==> src/design/fdvp_pkg.sv <==
// ----------------------------------------------------------------------------
// fdvp_pkg
// Shared types and constants for the follow drive with voice priority block.
// ----------------------------------------------------------------------------
`default_nettype none

package fdvp_pkg;

	// request kinds on the input channel
	typedef enum logic [1:0] {
		REQ_TICK   = 2'd0,
		REQ_TARGET = 2'd1,
		REQ_VOICE  = 2'd2,
		REQ_UNUSED = 2'd3
	} req_type_t;

	// configuration register indexes
	typedef enum logic [3:0] {
		REG_DESIRED_DISTANCE  = 4'd0,
		REG_DISTANCE_DEADBAND = 4'd1,
		REG_BEARING_DEADBAND  = 4'd2,
		REG_FORWARD_GAIN      = 4'd3,
		REG_YAW_GAIN          = 4'd4,
		REG_MAX_FORWARD_SPEED = 4'd5,
		REG_MAX_TURN_RATE     = 4'd6,
		REG_TARGET_TIMEOUT    = 4'd7
	} reg_index_t;

	localparam int CFG_INDEX_W = 4;
	localparam int CFG_DATA_W  = 16;

	// command codes on the result channel
	localparam logic [3:0] CMD_MOVE = 4'd0;
	localparam logic [3:0] CMD_STOP = 4'd1;

	// voice action codes
	localparam logic [3:0] ACT_DAMP = 4'd1;
	localparam logic [3:0] ACT_LAST = 4'd10;

	localparam logic [7:0] VOICE_HOLD_TICKS = 8'd40;
	localparam logic [7:0] STOP_HOLD_TICKS  = 8'd40;
	localparam logic [7:0] AGE_MAX          = 8'd255;

	// clamped magnitude below this counts as standing still
	localparam logic [14:0] MOVE_EPS = 15'd5;

	// register reset values
	localparam logic [14:0]        RST_DESIRED_DISTANCE  = 15'd4915;
	localparam logic [14:0]        RST_DISTANCE_DEADBAND = 15'd614;
	localparam logic [14:0]        RST_BEARING_DEADBAND  = 15'd328;
	localparam logic signed [15:0] RST_FORWARD_GAIN      = -16'sd1843;
	localparam logic signed [15:0] RST_YAW_GAIN          = -16'sd3277;
	localparam logic [14:0]        RST_MAX_FORWARD_SPEED = 15'd1024;
	localparam logic [14:0]        RST_MAX_TURN_RATE     = 15'd1843;
	localparam logic [7:0]         RST_TARGET_TIMEOUT    = 8'd5;

endpackage

`default_nettype wire

==> src/design/fdvp_axis.sv <==
// ----------------------------------------------------------------------------
// fdvp_axis
// One control axis: deadband, signed Q3.12 gain, rounding and clamp.
// ----------------------------------------------------------------------------
`default_nettype none

module fdvp_axis (
	input  logic signed [17:0] err,
	input  logic signed [15:0] gain,
	input  logic        [14:0] deadband,
	input  logic        [14:0] limit,
	output logic signed [15:0] value,
	output logic               quiet
);
	import fdvp_pkg::*;

	logic        [17:0] err_mag;
	logic               active;
	logic signed [33:0] prod;
	logic        [33:0] prod_mag;
	logic        [21:0] rnd;
	logic        [14:0] mag_c;

	always_comb begin
		err_mag  = err[17] ? 18'(-err) : 18'(err);
		active   = err_mag >= {3'b000, deadband};
		prod     = err * gain;
		prod_mag = prod[33] ? 34'(-prod) : 34'(prod);
		// q9.24 to q3.12, round half away from zero
		rnd      = 22'((prod_mag + 34'd2048) >> 12);
		mag_c    = (rnd > {7'd0, limit}) ? limit : rnd[14:0];
		if (!active) begin
			mag_c = '0;
		end
		value = prod[33] ? -$signed({1'b0, mag_c}) : $signed({1'b0, mag_c});
		quiet = mag_c < MOVE_EPS;
	end

endmodule

`default_nettype wire

==> src/design/follow_drive_with_voice_priority.sv <==
// ----------------------------------------------------------------------------
// follow_drive_with_voice_priority
// Follow controller with deadbands and proportional gains; voice commands win.
// An accepted request passes the input register, then the result register.
// Throughput: one request per cycle while the result register is not stalled;
// the only loop is state written back by the single compute pass between input
// and result register.
// Reset: asynchronous, clears held target, counters and stop flag and loads
// the register defaults.
// ----------------------------------------------------------------------------
`default_nettype none

module follow_drive_with_voice_priority #(
	// hold lengths in ticks after a voice action
	parameter logic [7:0] VOICE_HOLD = fdvp_pkg::VOICE_HOLD_TICKS,
	parameter logic [7:0] STOP_HOLD  = fdvp_pkg::STOP_HOLD_TICKS
) (
	input  logic                            clk,
	input  logic                            arst_n,
	// request channel
	input  logic                            in_valid,
	output logic                            in_stall,
	input  logic [1:0]                      req_type,
	input  logic signed [15:0]              bearing,
	input  logic signed [15:0]              distance,
	input  logic                            target_finite,
	input  logic [3:0]                      action_code,
	// command channel
	output logic                            out_valid,
	input  logic                            out_stall,
	output logic [3:0]                      command,
	output logic signed [15:0]              forward_speed,
	output logic signed [15:0]              turn_rate,
	// register write port
	input  logic                            cfg_valid,
	output logic                            cfg_ready,
	input  logic [fdvp_pkg::CFG_INDEX_W-1:0] cfg_index,
	input  logic [fdvp_pkg::CFG_DATA_W-1:0]  cfg_data
);
	import fdvp_pkg::*;

	// configuration registers
	logic        [14:0] desired_distance_q;
	logic        [14:0] distance_deadband_q;
	logic        [14:0] bearing_deadband_q;
	logic signed [15:0] forward_gain_q;
	logic signed [15:0] yaw_gain_q;
	logic        [14:0] max_forward_speed_q;
	logic        [14:0] max_turn_rate_q;
	logic        [7:0]  target_timeout_q;

	// input register stage
	logic               vld_s1;
	req_type_t          req_s1;
	logic signed [15:0] bearing_s1;
	logic signed [15:0] distance_s1;
	logic               finite_s1;
	logic [3:0]         action_s1;

	// follower state
	logic signed [15:0] held_bearing_q;
	logic signed [15:0] held_distance_q;
	logic               held_finite_q;
	logic               have_target_q;
	logic [7:0]         target_age_q;
	logic [7:0]         hold_remaining_q;
	logic               stop_sent_q;

	// result register
	logic               out_vld_q;
	logic [3:0]         cmd_q;
	logic signed [15:0] fwd_q;
	logic signed [15:0] turn_q;

	// compute pass
	logic               adv;
	logic               take;
	logic [7:0]         age_next;
	logic signed [17:0] dist_err;
	logic signed [17:0] bear_ext;
	logic signed [15:0] fwd_val;
	logic signed [15:0] turn_val;
	logic               fwd_quiet;
	logic               turn_quiet;
	logic               lost;
	logic               emit;
	logic [3:0]         emit_cmd;
	logic signed [15:0] emit_fwd;
	logic signed [15:0] emit_turn;

	// the stage moves when the result register is empty or being drained
	assign adv       = !out_vld_q || !out_stall;
	assign take      = vld_s1 && adv;
	assign in_stall  = vld_s1 && !adv;
	assign cfg_ready = 1'b1;

	assign out_valid     = out_vld_q;
	assign command       = cmd_q;
	assign forward_speed = fwd_q;
	assign turn_rate     = turn_q;

	// register writes, unknown indexes fall through
	always_ff @(posedge clk or negedge arst_n) begin
		if (!arst_n) begin
			desired_distance_q  <= RST_DESIRED_DISTANCE;
			distance_deadband_q <= RST_DISTANCE_DEADBAND;
			bearing_deadband_q  <= RST_BEARING_DEADBAND;
			forward_gain_q      <= RST_FORWARD_GAIN;
			yaw_gain_q          <= RST_YAW_GAIN;
			max_forward_speed_q <= RST_MAX_FORWARD_SPEED;
			max_turn_rate_q     <= RST_MAX_TURN_RATE;
			target_timeout_q    <= RST_TARGET_TIMEOUT;
		end else if (cfg_valid && cfg_ready) begin
			unique case (reg_index_t'(cfg_index))
				REG_DESIRED_DISTANCE:  desired_distance_q  <= cfg_data[14:0];
				REG_DISTANCE_DEADBAND: distance_deadband_q <= cfg_data[14:0];
				REG_BEARING_DEADBAND:  bearing_deadband_q  <= cfg_data[14:0];
				REG_FORWARD_GAIN:      forward_gain_q      <= $signed(cfg_data);
				REG_YAW_GAIN:          yaw_gain_q          <= $signed(cfg_data);
				REG_MAX_FORWARD_SPEED: max_forward_speed_q <= cfg_data[14:0];
				REG_MAX_TURN_RATE:     max_turn_rate_q     <= cfg_data[14:0];
				REG_TARGET_TIMEOUT:    target_timeout_q    <= cfg_data[7:0];
				default: ;
			endcase
		end
	end

	// input register: valid is control, payload loads with it
	always_ff @(posedge clk or negedge arst_n) begin
		if (!arst_n) begin
			vld_s1 <= 1'b0;
		end else if (!in_stall) begin
			vld_s1 <= in_valid;
		end
	end

	always_ff @(posedge clk) begin
		if (!in_stall && in_valid) begin
			req_s1      <= req_type_t'(req_type);
			bearing_s1  <= bearing;
			distance_s1 <= distance;
			finite_s1   <= target_finite;
			action_s1   <= action_code;
		end
	end

	// distance error spans -65535..32767, bearing widened to match
	assign dist_err = 18'(held_distance_q) - $signed({3'b000, desired_distance_q});
	assign bear_ext = 18'(held_bearing_q);

	fdvp_axis u_fwd_axis (
		.err      (dist_err),
		.gain     (forward_gain_q),
		.deadband (distance_deadband_q),
		.limit    (max_forward_speed_q),
		.value    (fwd_val),
		.quiet    (fwd_quiet)
	);

	fdvp_axis u_turn_axis (
		.err      (bear_ext),
		.gain     (yaw_gain_q),
		.deadband (bearing_deadband_q),
		.limit    (max_turn_rate_q),
		.value    (turn_val),
		.quiet    (turn_quiet)
	);

	// age counts up before the timeout check, saturating
	assign age_next = (target_age_q == AGE_MAX) ? AGE_MAX : target_age_q + 8'd1;
	assign lost     = !have_target_q || (age_next > target_timeout_q) || !held_finite_q;

	// result decision for the request in the input register
	always_comb begin
		emit      = 1'b0;
		emit_cmd  = CMD_MOVE;
		emit_fwd  = '0;
		emit_turn = '0;
		unique case (req_s1)
			REQ_TICK: begin
				if (hold_remaining_q == 8'd0) begin
					if (lost || (fwd_quiet && turn_quiet)) begin
						// stop goes out only once per standstill
						emit     = !stop_sent_q;
						emit_cmd = CMD_STOP;
					end else begin
						emit      = 1'b1;
						emit_fwd  = fwd_val;
						emit_turn = turn_val;
					end
				end
			end
			REQ_VOICE: begin
				if (action_s1 <= ACT_LAST) begin
					emit     = 1'b1;
					emit_cmd = action_s1 + 4'd1;
				end
			end
			default: ;
		endcase
	end

	// state write-back
	always_ff @(posedge clk or negedge arst_n) begin
		if (!arst_n) begin
			held_bearing_q   <= '0;
			held_distance_q  <= '0;
			held_finite_q    <= 1'b0;
			have_target_q    <= 1'b0;
			target_age_q     <= '0;
			hold_remaining_q <= '0;
			stop_sent_q      <= 1'b0;
		end else if (take) begin
			unique case (req_s1)
				REQ_TICK: begin
					target_age_q <= age_next;
					if (hold_remaining_q != 8'd0) begin
						hold_remaining_q <= hold_remaining_q - 8'd1;
					end else if (lost || (fwd_quiet && turn_quiet)) begin
						stop_sent_q <= 1'b1;
					end else begin
						stop_sent_q <= 1'b0;
					end
				end
				REQ_TARGET: begin
					held_bearing_q  <= bearing_s1;
					held_distance_q <= distance_s1;
					held_finite_q   <= finite_s1;
					have_target_q   <= 1'b1;
					target_age_q    <= '0;
				end
				REQ_VOICE: begin
					if (action_s1 <= ACT_LAST) begin
						// stop and damp use their own hold length
						hold_remaining_q <= (action_s1 <= ACT_DAMP) ? STOP_HOLD
						                                            : VOICE_HOLD;
						stop_sent_q      <= 1'b0;
					end
				end
				default: ;
			endcase
		end
	end

	// result register
	always_ff @(posedge clk or negedge arst_n) begin
		if (!arst_n) begin
			out_vld_q <= 1'b0;
		end else if (adv) begin
			out_vld_q <= take && emit;
		end
	end

	always_ff @(posedge clk) begin
		if (take && emit) begin
			cmd_q  <= emit_cmd;
			fwd_q  <= emit_fwd;
			turn_q <= emit_turn;
		end
	end

endmodule

`default_nettype wire
==> config.mk <==
export PLATFORM = sky130hd
export DESIGN_NAME = follow_drive_with_voice_priority
export DESIGN_NICKNAME = d
export VERILOG_FILES = /design/src/design/fdvp_pkg.sv /design/src/design/fdvp_axis.sv /design/src/design/follow_drive_with_voice_priority.sv
export SDC_FILE = /design/constraint.sdc
export NUM_CORES = 2
export LEC_CHECK = 0
export BUFFER_PORTS_ARGS = -buffer_cell sky130_fd_sc_hd__buf_2
export CORE_MARGIN = 2
export CORE_UTILIZATION = 30
export CTS_BUF_LIST = sky130_fd_sc_hd__clkbuf_8
export DETAILED_ROUTE_END_ITERATION = 10
export PLACE_DENSITY = 0.55
export SLEW_MARGIN = 40
export SYNTH_ARGS = -nofsm -noshare
export SYNTH_HDL_FRONTEND = slang
export SYNTH_SLANG_ARGS = --single-unit
export TNS_END_PERCENT = 1
==> constraint.sdc <==
create_clock -name clk -period 19.35 [get_ports clk]
set_input_delay 0 -clock clk [delete_from_list [all_inputs] [get_ports clk]]
set_output_delay 0 -clock clk [all_outputs]
set_load 0.005 [all_outputs]
==> reports/results.ini <==
[timing]
finalClockSkew_ns = 0.05759
post-route-period-util_pct = 79.47
holdWs_ns = 0.04893
finalSetupTns_ns = 0
finalSetupViolations = 0
slew_headroom_pct = 42.73
rsz0062_at_grt = false
final_hold_viol_count = 0
maxSlewViolCount = 0
worst_slew_pin_slew_ns = 0.8591
max_freq_ghz = 0.06503
period_needed_ns = 15.38

[setup_path]
cp-end-kind = flip-flop
reg2reg_slack_ns = 3.97
r2r-end = turn_rate[10]$_SDFFCE_PP0P_
crit_path_frequent_cell = fa_1
required_ns = 19.61
critPathLaunchType = flip-flop
critPathSlowestCell = fa_1
cp_data_arrival_time_ns = 15.64
worstReg2RegStart = desired_distance_q[0]$_DFFE_PN1P_
reg2reg_depth = 52
cpPeakStageDelay_ns = 0.70
critPathKind = reg -> reg
worst-path-max-fanout = 40

[clock_tree]
root_buffer = clkbuf_8
clock_path_buffers = 3
post-cts-setup-buffers = 0
clk_pin_slew_worst_paths_ns = 0.06
numClockSinks = 243
clk_latency_ns = 0.68
cts_tree = done
cts_buffers = 48
cts_max_level = 2

[synthesis]
yosysTopAreaCell = fa_1
ys_seq_area_share_pct = 17.78
synthesis.nets = 4792
syn-mean-instance-area_sq_um = 9.309
syn_area_sq_um = 36630
synthDistinctLibCells = 111
yosysTopAreaCellShare_pct = 29.08
synth-seq-cells = 243
async_flop_share_pct = 69.14
synth_edf_count = 75
ys.flop_type = dfrtp_1
netlist_instances = 3935
yosys_warnings = 0
synthTopCellsByArea = fa_1 (29%), ha_1 (8.9%), dfrtp_1 (8.4%), inv_1 (6.9%), edfxtp_1 (6.1%)

[routing]
wl_per_cell_microns = 17.29
vias = 27250
drtIter0Drc = 1647
remaining_drc_errors = 0
ant_nets = 0
viasPerCell = 4.769
routed_wl_microns = 98820
drt-pass1-iter-count = 6

[hold_path]
whs_path_depth = 4
hold_path.startpoint = cfg_index[2]
worstHoldPathType = in -> reg
hold_end = distance_deadband_q[3]$_DFFE_PN0P_

[grt]
grt_first_pass_wirelength_microns = 159300
grt_start_max_net_pins = 65
grt_pass1_vias = 28160
antenna_found_initial = 6
gr-total-overflow = 0
grt_usage_pct = 15.91

[placement]
dpl.cell_count = 5525
dp_hpwl_microns = 76310
place_congestion = 0.8750
port_buffers = 101

[final_layout]
layout-drive-gt1-share_pct = 11.40
utilization_pct = 33.64
instances_no_fill = 5715
nNetsFinal = 4905
synthToLayoutAreaGrowth_pct = 11.49
fillers = 12670

[die]
dieWidth_microns = 353.4
rows = 128
start_util_pct = 30.17
core_sq_um = 121400
die_height_microns = 353.4
die_area_sq_um = 124900
ios = 103

[run_status]
status = finished clean

[job]
cap_viol_max_count = 0

[per-stage QoR]
step / worst slack (ns) / area, sq um
6_report: 3.973 / 40840
5_1_grt: 2.889 / 40840
4_1_cts: 3.671 / 40770
3_5_place_dp: 3.753 / 38740
3_3_place_gp: 3.676 / 38700
2_1_floorplan: 4.798 / 36630
[synthesized netlist by cell type, drive strengths merged (19+ instances only)]
| cell | n |
|---|---|
| inv | 676 |
| fa | 532 |
| nand2 | 432 |
| ha | 261 |
| and2 | 209 |
| nor2 | 173 |
| o21ai | 142 |
| clkbuf | 137 |
| mux2 | 125 |
| dfrtp | 123 |
| xnor2 | 123 |
| a21oi | 116 |
| edfxtp | 75 |
| nor3 | 61 |
| xor2 | 57 |
| nand2b | 51 |
| nand3 | 47 |
| dfstp | 45 |
| nor2b | 41 |
| a21o | 39 |
| buf | 35 |
| mux2i | 32 |
| or3 | 29 |
| a31oi | 27 |
| nand4 | 27 |
| o211ai | 21 |
| o31ai | 21 |
| a211oi | 19 |
[worst max path at each step]
| stage | from | to | slack, ns |
|---|---|---|---|
| final | desired_distance_q[0]$_DFFE_PN1P_ | turn_rate[10]$_SDFFCE_PP0P_ | 3.97 |
| after global placement | desired_distance_q[0]$_DFFE_PN1P_ | forward_speed[11]$_SDFFCE_PP0P_ | 3.68 |
| after global routing | desired_distance_q[0]$_DFFE_PN1P_ | forward_speed[15]$_SDFFCE_PP0P_ | 2.89 |
| after CTS | desired_distance_q[0]$_DFFE_PN1P_ | turn_rate[10]$_SDFFCE_PP0P_ | 3.67 |
| after detailed placement | desired_distance_q[0]$_DFFE_PN1P_ | forward_speed[11]$_SDFFCE_PP0P_ | 3.75 |
| after floorplan | desired_distance_q[0]$_DFFE_PN1P_ | command[0]$_DFFE_PP_ | 4.80 |
[metal layers]
layer	vias to the layer above	GRT usage [%]	wire length, microns
li1	12950	-	-
met1	13550	23.15	48310
met2	643	24.35	42330
met3	110	2.979	5970
met4	0	3.770	2209
met5	-	0	0
[sequential cells by signal, summed over array words and instances (netlist names), 16 cells and up]
| register | cells |
|---|---|
| turn_rate | 16 |
| held_bearing_q | 16 |
| held_distance_q | 16 |
| forward_gain_q | 16 |
| distance_s1 | 16 |
| yaw_gain_q | 16 |
| bearing_s1 | 16 |
| forward_speed | 16 |
[logic make-up after synthesis]
kind of cell	Yosys count	share of synthesized area [%]
other cells	1	0.01024
simple gates	1175	16.05
compound gates	532	9.923
xor+xnor	180	4.324
fa+ha+maj	798	38.13
buf+inv	849	9.062
flops	243	17.78
mux	157	4.727
[what timing repair did]
item                      in CTS  in global routing
hold buffers                  96                  1
hold endpoints to repair     287                  2
resized for setup              0                  0
[cells in the final DEF, fill, tap and decap left out, types with 111 or more instances in the layout]
cell	count
nand2_1	430
nor2_1	171
fa_1	531
o21ai_0	131
mux2_2	123
and2_1	207
ha_1	261
xnor2_1	119
inv_1	686
a21oi_1	115
dfrtp_1	111
[worst max-delay path: cells and delay by family (launching register included)]
family                     cells  cell delay (ns)
and+or+nand+nor               14             3.32
adders and majority gates     10             4.19
buffers and inverters          3             0.56
xor gates and xnor gates       5             1.47
AOI/OAI and AO/OA             20             4.77
DFF                            1             0.53
[cell type report]
class | count | area [sq um] | share of cell area, %
well taps | 1625 | 2033 | 4.979
repair buffers | 236 | 1793 | 4.390
multi-input cells | 2843 | 26880 | 65.83
clock buffers | 55 | 757.0 | 1.854
inverters | 676 | 2537 | 6.213
clock inverters | 35 | 301.5 | 0.7384
diodes | 2 | 5.005 | 0.01226
flip-flops and latches | 243 | 6528 | 15.98
Power is not shown: default switching activity piles up to over one toggle a cycle in this logic, so the estimate is an artifact.
